`config.mk`:
```
export PLATFORM = sky130hd
export DESIGN_NAME = dsss_despread_correlator_top
export DESIGN_NICKNAME = d
export VERILOG_FILES = /design/src/rtl/dsss_pkg.sv /design/src/rtl/dsss_despread_correlator_top.sv /design/src/rtl/dsss_sequencer.sv
export SDC_FILE = /design/constraint.sdc
export NUM_CORES = 1
export LEC_CHECK = 0
export ABC_AREA = 1
export BUFFER_PORTS_ARGS = -buffer_cell sky130_fd_sc_hd__buf_2
export CAP_MARGIN = 20
export CORE_AREA = 3 3 122 124
export CTS_CLUSTER_SIZE = 40
export DETAILED_ROUTE_END_ITERATION = 7
export DIE_AREA = 0 0 125 127
export PLACE_DENSITY = 0.79
export SETUP_SLACK_MARGIN = 0.05
export SLEW_MARGIN = 25
export SYNTH_ARGS = -nofsm -noshare
export SYNTH_HDL_FRONTEND = slang
export SYNTH_SLANG_ARGS = --single-unit
```
`constraint.sdc`:
```
create_clock -name clock -period 4 [get_ports clock]
set_clock_uncertainty 0.1 [all_clocks]
set_input_delay 0.4 -clock clock [delete_from_list [all_inputs] [get_ports clock]]
set_output_delay 0.4 -clock clock [all_outputs]
set_load 0.005 [all_outputs]
```
`src/rtl/dsss_pkg.sv`:
```
// Package: constants, register indexes and control struct of the DSSS despreading correlator.
package dsss_pkg;

   localparam int SAMPLES_PER_CHIP = 10;
   localparam int SAMPLE_WIDTH     = 8;
   localparam int SIC_WIDTH        = (SAMPLES_PER_CHIP > 1) ? $clog2(SAMPLES_PER_CHIP) : 1;
   localparam int ACC_WIDTH        = 18;
   localparam int SUM_WIDTH        = ACC_WIDTH + 1;
   localparam int LEN_WIDTH        = 7;
   localparam int CHIP_WIDTH       = 6;
   localparam int MAX_CHIPS        = 64;
   localparam int SKIP_WIDTH       = 16;
   localparam int CSR_DATA_WIDTH   = 64;
   localparam int CSR_INDEX_WIDTH  = 2;

   localparam logic [CSR_INDEX_WIDTH-1:0] CSR_CODE_LENGTH  = 2'd0;
   localparam logic [CSR_INDEX_WIDTH-1:0] CSR_CODE_CHIPS   = 2'd1;
   localparam logic [CSR_INDEX_WIDTH-1:0] CSR_SKIP_SAMPLES = 2'd2;

   localparam logic [LEN_WIDTH-1:0] CODE_LENGTH_RESET = 7'd8;

   typedef struct packed {
      logic skip;
      logic chip_pos;
      logic emit;
   } dsss_ctrl_type;

endpackage

```
`src/rtl/dsss_despread_correlator_top.sv`:
```
// Top level: DSSS despreading correlator with config registers, accumulator and result register.
// A result is registered and appears on rsp_ in the cycle after the item that closes its bit period is accepted.
// Throughput: one sample per cycle; the input stalls only when the next sample closes a bit
// period while the previous result is still held in the single result register.
// Reset: synchronous, active high; clears counters, accumulator and result valid, and loads
// code_length 8, code_chips 0 and skip_samples 0.
module dsss_despread_correlator_top (
   input  logic                                       clock,
   input  logic                                       reset,
   input  logic                                       req_valid,
   output logic                                       req_ready,
   input  logic signed [dsss_pkg::SAMPLE_WIDTH-1:0]   req_sample,
   output logic                                       rsp_valid,
   input  logic                                       rsp_ready,
   output logic                                       rsp_bit_value,
   output logic signed [dsss_pkg::ACC_WIDTH-1:0]      rsp_correlation,
   input  logic                                       csr_we,
   input  logic [dsss_pkg::CSR_INDEX_WIDTH-1:0]       csr_index,
   input  logic [dsss_pkg::CSR_DATA_WIDTH-1:0]        csr_wdata
);

   logic [dsss_pkg::LEN_WIDTH-1:0]           code_length_ff;
   logic [dsss_pkg::MAX_CHIPS-1:0]           code_chips_ff;
   logic [dsss_pkg::SKIP_WIDTH-1:0]          skip_samples_ff;
   logic signed [dsss_pkg::ACC_WIDTH-1:0]    acc_ff, acc_in;
   logic signed [dsss_pkg::SUM_WIDTH-1:0]    product;
   logic signed [dsss_pkg::SUM_WIDTH-1:0]    sum;
   logic signed [dsss_pkg::ACC_WIDTH-1:0]    sat_sum;
   logic                                     rsp_valid_ff, rsp_valid_in;
   logic                                     rsp_bit_ff;
   logic signed [dsss_pkg::ACC_WIDTH-1:0]    rsp_corr_ff;
   logic                                     accept;
   dsss_pkg::dsss_ctrl_type                  ctrl;

   localparam logic signed [dsss_pkg::SUM_WIDTH-1:0] ACC_MAX =
      dsss_pkg::SUM_WIDTH'((1 << (dsss_pkg::ACC_WIDTH - 1)) - 1);
   localparam logic signed [dsss_pkg::SUM_WIDTH-1:0] ACC_MIN =
      -dsss_pkg::SUM_WIDTH'(1 << (dsss_pkg::ACC_WIDTH - 1));

   assign req_ready = !ctrl.emit || !rsp_valid_ff || rsp_ready;
   assign accept    = req_valid && req_ready;

   dsss_sequencer u_sequencer (
      .clock        (clock),
      .reset        (reset),
      .advance      (accept),
      .code_length  (code_length_ff),
      .code_chips   (code_chips_ff),
      .skip_samples (skip_samples_ff),
      .ctrl         (ctrl)
   );

   always_comb begin
      product = dsss_pkg::SUM_WIDTH'(req_sample);
      if (!ctrl.chip_pos) begin
         product = -product;
      end
      sum = dsss_pkg::SUM_WIDTH'(acc_ff) + product;
      priority if (sum > ACC_MAX) begin
         sat_sum = dsss_pkg::ACC_WIDTH'(ACC_MAX);
      end else if (sum < ACC_MIN) begin
         sat_sum = dsss_pkg::ACC_WIDTH'(ACC_MIN);
      end else begin
         sat_sum = dsss_pkg::ACC_WIDTH'(sum);
      end
   end

   always_comb begin
      acc_in       = acc_ff;
      rsp_valid_in = rsp_valid_ff && !rsp_ready;
      if (accept && !ctrl.skip) begin
         acc_in = ctrl.emit ? '0 : sat_sum;
         if (ctrl.emit) begin
            rsp_valid_in = 1'b1;
         end
      end
   end

   always_ff @(posedge clock) begin
      if (reset) begin
         code_length_ff  <= dsss_pkg::CODE_LENGTH_RESET;
         code_chips_ff   <= '0;
         skip_samples_ff <= '0;
         acc_ff          <= '0;
         rsp_valid_ff    <= 1'b0;
      end else begin
         acc_ff       <= acc_in;
         rsp_valid_ff <= rsp_valid_in;
         if (csr_we) begin
            unique case (csr_index)
               dsss_pkg::CSR_CODE_LENGTH: begin
                  code_length_ff <= csr_wdata[dsss_pkg::LEN_WIDTH-1:0];
               end
               dsss_pkg::CSR_CODE_CHIPS: begin
                  code_chips_ff <= csr_wdata[dsss_pkg::MAX_CHIPS-1:0];
               end
               dsss_pkg::CSR_SKIP_SAMPLES: begin
                  skip_samples_ff <= csr_wdata[dsss_pkg::SKIP_WIDTH-1:0];
               end
               default: begin
               end
            endcase
         end
      end
   end

   always_ff @(posedge clock) begin
      if (accept && ctrl.emit) begin
         rsp_bit_ff  <= !sat_sum[dsss_pkg::ACC_WIDTH-1];
         rsp_corr_ff <= sat_sum;
      end
   end

   assign rsp_valid       = rsp_valid_ff;
   assign rsp_bit_value   = rsp_bit_ff;
   assign rsp_correlation = rsp_corr_ff;

endmodule

```
`src/rtl/dsss_sequencer.sv`:
```
// Sequencer: skip, sample-in-chip and chip counters, chip selection and end-of-bit decision.
module dsss_sequencer (
   input  logic                                 clock,
   input  logic                                 reset,
   input  logic                                 advance,
   input  logic [dsss_pkg::LEN_WIDTH-1:0]       code_length,
   input  logic [dsss_pkg::MAX_CHIPS-1:0]       code_chips,
   input  logic [dsss_pkg::SKIP_WIDTH-1:0]      skip_samples,
   output dsss_pkg::dsss_ctrl_type              ctrl
);

   logic [dsss_pkg::SKIP_WIDTH-1:0] skip_count_ff, skip_count_in;
   logic [dsss_pkg::SIC_WIDTH-1:0]  sample_ff, sample_in;
   logic [dsss_pkg::CHIP_WIDTH-1:0] chip_ff, chip_in;
   logic [dsss_pkg::LEN_WIDTH-1:0]  len_eff;
   logic                            last_sample;
   logic                            last_chip;

   always_comb begin
      priority if (code_length == '0) begin
         len_eff = dsss_pkg::LEN_WIDTH'(1);
      end else if (code_length > dsss_pkg::LEN_WIDTH'(dsss_pkg::MAX_CHIPS)) begin
         len_eff = dsss_pkg::LEN_WIDTH'(dsss_pkg::MAX_CHIPS);
      end else begin
         len_eff = code_length;
      end
   end

   assign last_sample = (sample_ff == dsss_pkg::SIC_WIDTH'(dsss_pkg::SAMPLES_PER_CHIP - 1));
   assign last_chip   = (({1'b0, chip_ff} + dsss_pkg::LEN_WIDTH'(1)) >= len_eff);

   assign ctrl.skip     = (skip_count_ff < skip_samples);
   assign ctrl.chip_pos = code_chips[chip_ff];
   assign ctrl.emit     = !ctrl.skip && last_sample && last_chip;

   always_comb begin
      skip_count_in = skip_count_ff;
      sample_in     = sample_ff;
      chip_in       = chip_ff;
      if (advance) begin
         if (ctrl.skip) begin
            skip_count_in = skip_count_ff + dsss_pkg::SKIP_WIDTH'(1);
         end else if (!last_sample) begin
            sample_in = sample_ff + dsss_pkg::SIC_WIDTH'(1);
         end else begin
            sample_in = '0;
            chip_in   = last_chip ? '0 : chip_ff + dsss_pkg::CHIP_WIDTH'(1);
         end
      end
   end

   always_ff @(posedge clock) begin
      if (reset) begin
         skip_count_ff <= '0;
         sample_ff     <= '0;
         chip_ff       <= '0;
      end else begin
         skip_count_ff <= skip_count_in;
         sample_ff     <= sample_in;
         chip_ff       <= chip_in;
      end
   end

endmodule

```
# After elaboration in Yosys (flattened, before gate mapping)
# Cells that the tools add are included.
[word_totals] reg_bits=151 inputBits=79
[op_classes] n_addsub=6 n_lt_le_gt_ge=6 eq_ne=3 mux=12 bitwise_logic=1 n_reduce_logical=21
[ops] operator="$mux 18" count=3
[ops] operator="$add 18x19->19" count=1
[ops] operator="$gt 19x18->1 const B" count=1
[ops] operator="$lt 19x18->1 const B" count=1
[ops] operator="$mux 19" count=1
[ops] operator="$neg 8->19" count=1
[ops] operator="$add 16x1->16 const B" count=1
[ops] operator="$lt 16x16->1" count=1
[ops] operator="$mux 7" count=2
[ops] operator="$reduce_and 2->1" count=5
[ops] operator="$add 6x1->7 const B" count=1
[ops] operator="$ge 7x7->1" count=1
[ops] operator="$gt 7x7->1 const B" count=1
[ops] operator="$logic_not 7->1" count=1
[ops] operator="$lt 6x7->1 const B" count=1
[ops] operator="$add 6x1->6 const B" count=1
[ops] operator="$bmux 1 s6" count=1
[ops] operator="$logic_and 1x1->1" count=6
[ops] operator="$mux 6" count=1
[ops] operator="$logic_not 1->1" count=5
[ops] operator="$add 4x1->4 const B" count=1
[ops] operator="$eq 4x4->1 const B" count=1
[ops] operator="$mux 4" count=1
[ops] operator="$mux 1" count=3
[ops] operator="other kinds (6)" count=7

# Depth between registers and ports, before layout
# Gate-level depths: netlist of run 1.
[logic_depth] word_depth=11 ltp_mapped=30

# Cells and area by module
# From an unflattened synthesis of run 1, not the netlist that was laid out.
[unflattened] cells_unflattened=1268 area_unflattened_um2=8778.4
[modules_own_cells] module="dsss_despread_correlator_top" instances=1 cells_each=788 area_each_um2=5947.0
[modules_own_cells] module="dsss_sequencer" instances=1 cells_each=480 area_each_um2=2831.5

# Worst setup path before layout of run 1
# Ideal clock, no wire load.
[synth_path] kind="reg2reg" from="register u_sequencer.chip_ff[0] (netlist name)" to="register rsp_corr_ff, in the netlist rsp_correlation[2], data pin" setup_time_ps=260 t_arrival_ps=3221 required_ps=3640 path_slack_ps=419 stages_incl_launch_ff=26 n_path_buf=3 path_cell_list="dfxtp_1 > buf_6 > inv_6 > buf_6 > nand2_1 > nand3_1 > nand3_1 > nand2_1 > nand2_1 > nand3_1 > nand3_2 > nand2_4 > o21ai_0 > inv_1 > ha_1 > inv_1 > nor3_1 > nand2_1 > or2_2 > o311ai_1 > inv_1 > nand3_2 > nand3_4 > buf_6 > inv_2 > o21ai_1"
[synth_via] elab_chain_len=7 elab_cells_between_ends=8
[synth_rtl] item="start, declared" line="dsss_sequencer.sv:14" rtl="logic [dsss_pkg::CHIP_WIDTH-1:0] chip_ff, chip_in;"
[synth_rtl] item="start signal, assigned" line="dsss_sequencer.sv:60" rtl="chip_ff <= chip_in;"
[synth_rtl] item="$bmux 1 s6 *" line="dsss_sequencer.sv:33" rtl="assign ctrl.chip_pos = code_chips[chip_ff];"
[synth_rtl] item="$mux 1 (implied by the code) *" line="dsss_sequencer.sv:33"
[synth_rtl] item="$mux 19 *" line="dsss_despread_correlator_top.sv:55" rtl="if (!ctrl.chip_pos) begin"
[synth_rtl] item="$add 18x19->19 *" line="dsss_despread_correlator_top.sv:58" rtl="sum = dsss_pkg::SUM_WIDTH'(acc_ff) + product;"
[synth_rtl] item="$lt 19x18->1" line="dsss_despread_correlator_top.sv:61" rtl="end else if (sum < ACC_MIN) begin"
[synth_rtl] item="$mux 18" line="dsss_despread_correlator_top.sv:61"
[synth_rtl] item="$mux 18 *" line="dsss_despread_correlator_top.sv:59" rtl="priority if (sum > ACC_MAX) begin"
[synth_rtl] item="net sat_sum, one bit" line="dsss_despread_correlator_top.sv:28" rtl="logic signed [dsss_pkg::ACC_WIDTH-1:0] sat_sum;"
[synth_rtl] item="end signal, assigned" line="dsss_despread_correlator_top.sv:110" rtl="rsp_corr_ff <= sat_sum;"
[synth_rtl] item="end, declared" line="dsss_despread_correlator_top.sv:31" rtl="logic signed [dsss_pkg::ACC_WIDTH-1:0] rsp_corr_ff;"
# The timed path passes the listed nets; every way through them passes the cells marked *. The select of a mux whose other input is x is not followed.
# A chain may end at the register's enable or synchronous reset.

# Worst setup path in the final report of run 1
[layout_path] from="register u_sequencer.chip_ff[0] (netlist name)" to="register rsp_corr_ff, in the netlist rsp_correlation[0], data pin"
# The elaborated chain is that of the path after synthesis.

==> metrics.md, run 1 <==
| Metric | Value |
|---|---|
| Max-cap check violation count | 0 |
| Setup crit start | u_sequencer.chip_ff[0] |
| CTS Root Cell | clkbuf_16 |
| Total Routing Usage GR | 24.5% |
| Row cnt | 43 |
| IO Port Bufs | 99 |
| Routability cong. | 0.938 |
| Placed insts | 1385 |
| Syn Nets | 1244 |
| Slowest cell on crit path | dfxtp_4 |
| Cell family with most CP delay | simple AND/OR/NAND/NOR gates |
| Starting density of the core | 59.0% |
| DP Worst Slack | -0.0304 ns |
| Post-layout net count | 1368 |
| Worst path bufs/invs | 7 |
| Reg-to-Reg End | rsp_correlation[0] |
| CTS tree | done |
| Placed cell area | 8940 sq um |
| Synthesized flop and latch total | 151 |
| Dpl hpwl | 13600 microns |
| Register area share after synthesis | 39.3% |
| Worst-Margin Slew | 0.891 ns |
| Post-layout minimum cycle time | 4.04 ns |
| Die area | 15900 sq um |
| Yosys warnings | 0 |
| Initial antenna violation count | 0 |
| Core area | 13900 sq um |
| Io pins | 100 |
| Setup WS post-layout | -0.0398 ns |
| Crit path top cell by count | nand2_1 |
| Largest net degree at the start of global routing | 65 |
| Routed WL | 21800 microns |
| Final non-filler cell area | 10100 sq um |
| Hold Slack | 0.0920 ns |
| Synth-to-Final Area Change | 23.5% |
| WS Path Type | register to register |
| CTS Sinks | 151 |
| Netlist cell types | 42 |
| Slew HR | 40.5% |
| Worst-path clk slew | 0.06 ns |
| Worst hold path type | input pin to register |
| Worst vdd rail ir drop | 0.000282 V |
| Average vias per placed instance | 5.60 |
| Post-Layout Cell Count | 1436 |
| FF-to-FF setup slack | -0.04 ns |
| Num CTS Buffers | 17 |
| Post-route DRC | 0 |
| Fillers | 1054 |
| Vias in the first global route | 7158 |
| Layout cell share with drive strength beyond 1 | 23.0% |
| Total stage count of the critical path | 26 |
| Crit-path max cell delay | 0.38 ns |
| # H-tree levels | 4 |
| Fin crit share | 101% |
| Failing checks | setup timing |
| Mean Syn Cell Area | 7.31 sq um |
| Critical Path End Type | register |
| Reg2Reg Depth | 26 |
| Starting DRC count in detailed routing | 759 |
| Routed vias | 8036 |
| CP arrival | 4.19 ns |
| Commonest non-fill, non-tap cell in the layout | nand2_1 |
| Final setup fails | 8 |
| Pwr Density | 407 nW/um^2 |
| N_diodes | 0 |
| Design Power | 4.11 mW |
| Status | finished, violations left |
| CP Capture Point | rsp_correlation[0] |
| Antenna viol nets, final | 0 |
| CP startpoint kind | register |
| Sum Neg Setup Slack | -0.175 ns |
| Global-route wire length before repair | 32800 microns |
| Most frequent cells in the layout | 193 x nand2_1, 167 x nor2_1, 131 x dfxtp_1 |
| Crit Reg-Reg Startpoint | u_sequencer.chip_ff[0] |
| Max Freq | 0.248 GHz |
| Latest clock arrival within the worst-skew pair | 0.43 ns |
| Final Util | 72.8% |
| Fin. Hold Viols | 0 |
| TritonRoute pass-1 iters | 6 |
| GRT overflow | 0 |
| Crit Path Max Fanout | 7 |
| Post-Syn Instances | 1119 |
| P_leak | 4.52 nW |
| Deepest clock path buffer count | 2 |
| Die Y | 127 microns |
| Pins Over Slew Limit | 0 |
| Die Wd | 125 microns |
| Post-Syn Area | 8190 sq um |
| CP required | 4.15 ns |
| Wire length per cell | 15.2 microns |
report_power, final:
part           total, mW  switching (mW)  internal [mW]
Clock               1.54           0.644          0.896
Sequential          1.66          0.0430           1.62
Combinational      0.907           0.546          0.362
Total               4.11            1.23           2.88
cells by family (layout without fill, tap and decap cells):
| logic type | after synthesis | count (layout) | synth area share (%) |
|---|---|---|---|
| simple gates | 514 | 517 | 27.9 |
| fa+ha+maj | 46 | 46 | 7.12 |
| xor+xnor | 24 | 24 | 2.57 |
| buf+inv | 151 | 285 | 8.04 |
| compound gates | 233 | 233 | 15.1 |
| flops | 151 | 151 | 39.3 |
area by class of cell:
type                    instances  area [sq um]  share of cell area [%]
repair inverters                2          27.5                   0.272
flip-flops and latches        151          3220                    31.8
clock inverters                12           113                    1.11
clock buffers                  20           457                    4.52
multi-input cells             820          4690                    46.4
well taps                     180           225                    2.23
repair buffers                150           985                    9.74
inverters                     101           398                    3.94
cell usage after synthesis, drive strengths merged:
master	count	share of area, %
nand2	228	12
inv	100	4.7
buf	16	1.8
o211ai	1	0.092
nand4	8	0.61
o31ai	4	0.37
fa	1	0.24
nor2	173	7.9
and3	1	0.076
o22ai	2	0.15
clkbuf	34	1.6
a31oi	2	0.15
or2	2	0.15
clkinv	1	0.046
o211a	1	0.12
o21ai	125	7.6
edfxtp	19	7.0
and2	2	0.15
dfxtp	132	32
nand3	86	5.7
o21a	3	0.28
nor3b	2	0.18
a21o	1	0.092
ha	45	6.9
nor3	9	0.55
xor2	18	1.9
a21oi	93	6.1
o311ai	1	0.11
nor4	3	0.23
xnor2	6	0.64
flip-flops by register name, indices dropped and copies added, names as in the netlist:
| register | flops |
|---|---|
| acc_ff | 18 |
| code_chips_ff | 64 |
| code_length_ff | 7 |
| u_sequencer.chip_ff | 6 |
| u_sequencer.sample_ff | 4 |
| rsp_bit_value | 1 |
| u_sequencer.skip_count_ff | 16 |
| rsp_valid | 1 |
| skip_samples_ff | 16 |
| rsp_correlation | 18 |
layer usage:
layer / routed length [microns] / global-route usage (%)
met5: 0 / 0
met4: 834 / 9.57
met3: 1500 / 4.52
met2: 10100 / 39.0
met1: 9330 / 33.3
worst reg2reg max path, stage by stage (launching register included):
cell,delay (ns)
dfxtp_4,0.38
buf_4,0.15
clkbuf_16,0.15
nand2_1,0.05
nand3_1,0.07
nand3_1,0.09
nand2_1,0.06
nand2_1,0.09
nand3_2,0.12
nand3_4,0.13
nand2_4,0.09
buf_8,0.15
inv_1,0.10
nand2_1,0.06
nand2_1,0.05
inv_1,0.06
ha_1,0.37
a21oi_1,0.14
o21ai_1,0.20
a21oi_2,0.06
or2_2,0.32
o311ai_4,0.12
nand3_2,0.19
buf_4,0.19
nand3_4,0.14
inv_4,0.07
a21oi_1,0.18
worst min-delay path by stage:
stage                        start  cells after the start                   to
4_1_cts              csr_wdata[59]                      3    code_chips_ff[59]
2_1_floorplan  skip_samples_ff[10]                      2  skip_samples_ff[10]
3_3_place_gp    skip_samples_ff[9]                      2   skip_samples_ff[9]
5_1_grt              csr_wdata[22]                      3    code_chips_ff[22]
3_5_place_dp   skip_samples_ff[15]                      2  skip_samples_ff[15]
6_report             csr_wdata[25]                      3    code_chips_ff[25]
repair_timing:
| action | CTS | global route |
|---|---|---|
| resized for setup | 7 | 83 |
| gates cloned | 1 | 5 |
| endpoints found under the setup margin | 34 | 37 |
| buffers inserted | 0 | 13 |
| pin swaps | 1 | 21 |
| endpoints found under the hold margin | 0 | 0 |
| hold buffers | 0 | 0 |
No activity file was read; power rests on OpenSTA's default activity.
==> run 2, diff against run 1 <==
- clock period: 4 -> 4.02 ns (I/O delays scaled with it)
==> metrics.md, run 2 (synthesized netlist as in run 1, its figures left out) <==
| Metric | Value |
|---|---|
| Slew HR | 39.2% (was 40.5%) |
| Row cnt | 43 (unchanged) |
| DP Worst Slack | -0.0559 ns (was -0.0304 ns) |
| Max Freq | 0.242 GHz (was 0.248 GHz) |
| Starting density of the core | 59.0% (unchanged) |
| Max-cap check violation count | 0 (unchanged) |
| Worst hold path type | input pin to register (unchanged) |
| Die Wd | 125 microns (unchanged) |
| Fin. Hold Viols | 0 (unchanged) |
| Hold Slack | 0.0913 ns (was 0.0920 ns) |
| Die Y | 127 microns (unchanged) |
| Pins Over Slew Limit | 0 (unchanged) |
| P_leak | 4.55 nW (was 4.52 nW) |
| Most flops, register | code_chips_ff (unchanged) |
| Post-layout net count | 1371 (was 1368) |
| Commonest non-fill, non-tap cell in the layout | nand2_1 (unchanged) |
| Fin crit share | 103% (was 101%) |
| Most frequent cells in the layout | 189 x nand2_1, 168 x nor2_1, 131 x dfxtp_1 (was 193 x nand2_1, 167 x nor2_1, 131 x dfxtp_1) |
| Post-Layout Cell Count | 1438 (was 1436) |
| Fillers | 1030 (was 1054) |
| Num CTS Buffers | 17 (unchanged) |
| Core area | 13900 sq um (unchanged) |
| Total Routing Usage GR | 25.0% (was 24.5%) |
| N_diodes | 0 (unchanged) |
| FF+latch area | 3220 sq um (unchanged) |
| Largest net degree at the start of global routing | 65 (unchanged) |
| Deepest clock path buffer count | 2 (unchanged) |
| Synth-to-Final Area Change | 24.6% (was 23.5%) |
| Average vias per placed instance | 5.61 (was 5.60) |
| Cts hold-fix bufs | 0 (unchanged) |
| Crit Path Max Fanout | 17 (was 7) |
| Routed WL | 23000 microns (was 21800 microns) |
| Wire length per cell | 16.0 microns (was 15.2 microns) |
| Latest clock arrival within the worst-skew pair | 0.43 ns (about the same) |
| CP arrival | 4.38 ns (was 4.19 ns) |
| Global-route wire length before repair | 33000 microns (was 32800 microns) |
| Placed insts | 1380 (was 1385) |
| Io pins | 100 (unchanged) |
| IO Port Bufs | 99 (unchanged) |
| Failing checks | setup timing (unchanged) |
| Status | finished, violations left (unchanged) |
| Post-layout minimum cycle time | 4.14 ns (was 4.04 ns) |
| RSZ-0062 raised after global routing | true |
| Starting DRC count in detailed routing | 673 (was 759) |
| CTS tree | done (unchanged) |
| WS Path Type | register to register (unchanged) |
| Worst-Margin Slew | 0.911 ns (was 0.891 ns) |
| Pwr Density | 412 nW/um^2 (was 407 nW/um^2) |
| GRT overflow | 0 (unchanged) |
| Dpl hpwl | 13800 microns (was 13600 microns) |
| Post-route DRC | 0 (unchanged) |
| Worst vdd rail ir drop | 0.000297 V (was 0.000282 V) |
| Sum Neg Setup Slack | -0.395 ns (was -0.175 ns) |
| CP required | 4.26 ns (was 4.15 ns) |
| Setup WS post-layout | -0.117 ns (was -0.0398 ns) |
| Design Power | 4.20 mW (was 4.11 mW) |
| Critical Path End Type | register (unchanged) |
| Antenna viol nets, final | 0 (unchanged) |
| CTS Root Cell | clkbuf_16 (unchanged) |
| Worst-path clk slew | 0.06 ns (about the same) |
| Max reg flops | 64 (unchanged) |
| TritonRoute pass-1 iters | 5 (was 6) |
| CTS Sinks | 151 (unchanged) |
| Layout cell share with drive strength beyond 1 | 24.4% (was 23.0%) |
| Die area | 15900 sq um (unchanged) |
| Footprint of the multi-input gates | 4740 sq um (was 4690 sq um) |
| Routability cong. | 0.925 (was 0.938) |
| Vias in the first global route | 7073 (was 7158) |
| CP startpoint kind | register (unchanged) |
| # H-tree levels | 4 (unchanged) |
| Final setup fails | 7 (was 8) |
| Initial antenna violation count | 0 (unchanged) |
| Routed vias | 8067 (was 8036) |
run 2: worst paths after layout:
check	startpoint	end	slack, ns	depth (start not counted)
worst max-delay path	u_sequencer.chip_ff[0]	acc_ff[15]	-0.12	27
worst min-delay path	csr_wdata[35]	code_chips_ff[35]	0.09	3
worst max register to register	u_sequencer.chip_ff[0]	acc_ff[15]	-0.12	27
worst min register to register	skip_samples_ff[15]	skip_samples_ff[15]	0.37	2
run 2: layout make-up:
| class | count | area share [%] |
|---|---|---|
| inverter | 101 | 3.90 |
| timing repair inverter | 1 | 0.110 |
| sequential | 151 | 31.5 |
| clock buffer | 18 | 4.31 |
| clock inverter | 13 | 1.42 |
| multi-input combinational | 820 | 46.5 |
| timing repair buffer | 154 | 10.0 |
| tap | 180 | 2.21 |
run 2: timing repair:
item / 4_1_cts / 5_1_grt
setup buffers: 0 / 22
gates cloned: 1 / 4
pin swaps: 1 / 28
endpoints found under the setup margin: 34 / 40
resized for setup: 7 / 103
run 2: power breakdown:
part	total (mW)	switching [mW]	internal, mW
sequential	1.66	0.0424	1.61
clock	1.60	0.671	0.933
combinational	0.938	0.570	0.368
total	4.20	1.28	2.91
run 2: layer usage:
layer	share of wire (%)	up-vias	track usage [%]	wire length, microns
li1	-	3938	-	-
met1	42	3705	32.9	9700
met2	48	352	40.9	11100
met3	6.7	72	5.56	1550
met4	3.1	0	8.35	722
met5	0	-	0	0
run 2: worst max-delay path, cell delays in order, from the launching register on:
cell and delay [ns]:
dfxtp_4 0.39, buf_4 0.17, inv_8 0.11, nand2_1 0.10
nand3_1 0.09, nand3_1 0.07, nand2_1 0.08, nand2_1 0.06
nand3_1 0.12, nand3_4 0.11, nand2_4 0.11, buf_6 0.15
nand2_8 0.08, o21ai_2 0.08, inv_1 0.06, ha_1 0.33
inv_2 0.08, nor3_2 0.23, nand2_2 0.13, or2_4 0.29
o311ai_4 0.09, nand3_2 0.22, nand2_4 0.17, nand2_8 0.09
buf_12 0.16, nand2_1 0.08, nand3_2 0.07, a21oi_2 0.19
run 2: metrics by stage:
| step | cell area (sq um) | utilization (%) |
|---|---|---|
| final | 10200 | 73.5 |
| after global routing | 10200 | 73.5 |
| after CTS | 9520 | 68.6 |
| after detailed placement | 8910 | 64.2 |
| after global placement | 8910 | 64.2 |
| after floorplan | 8190 | - |
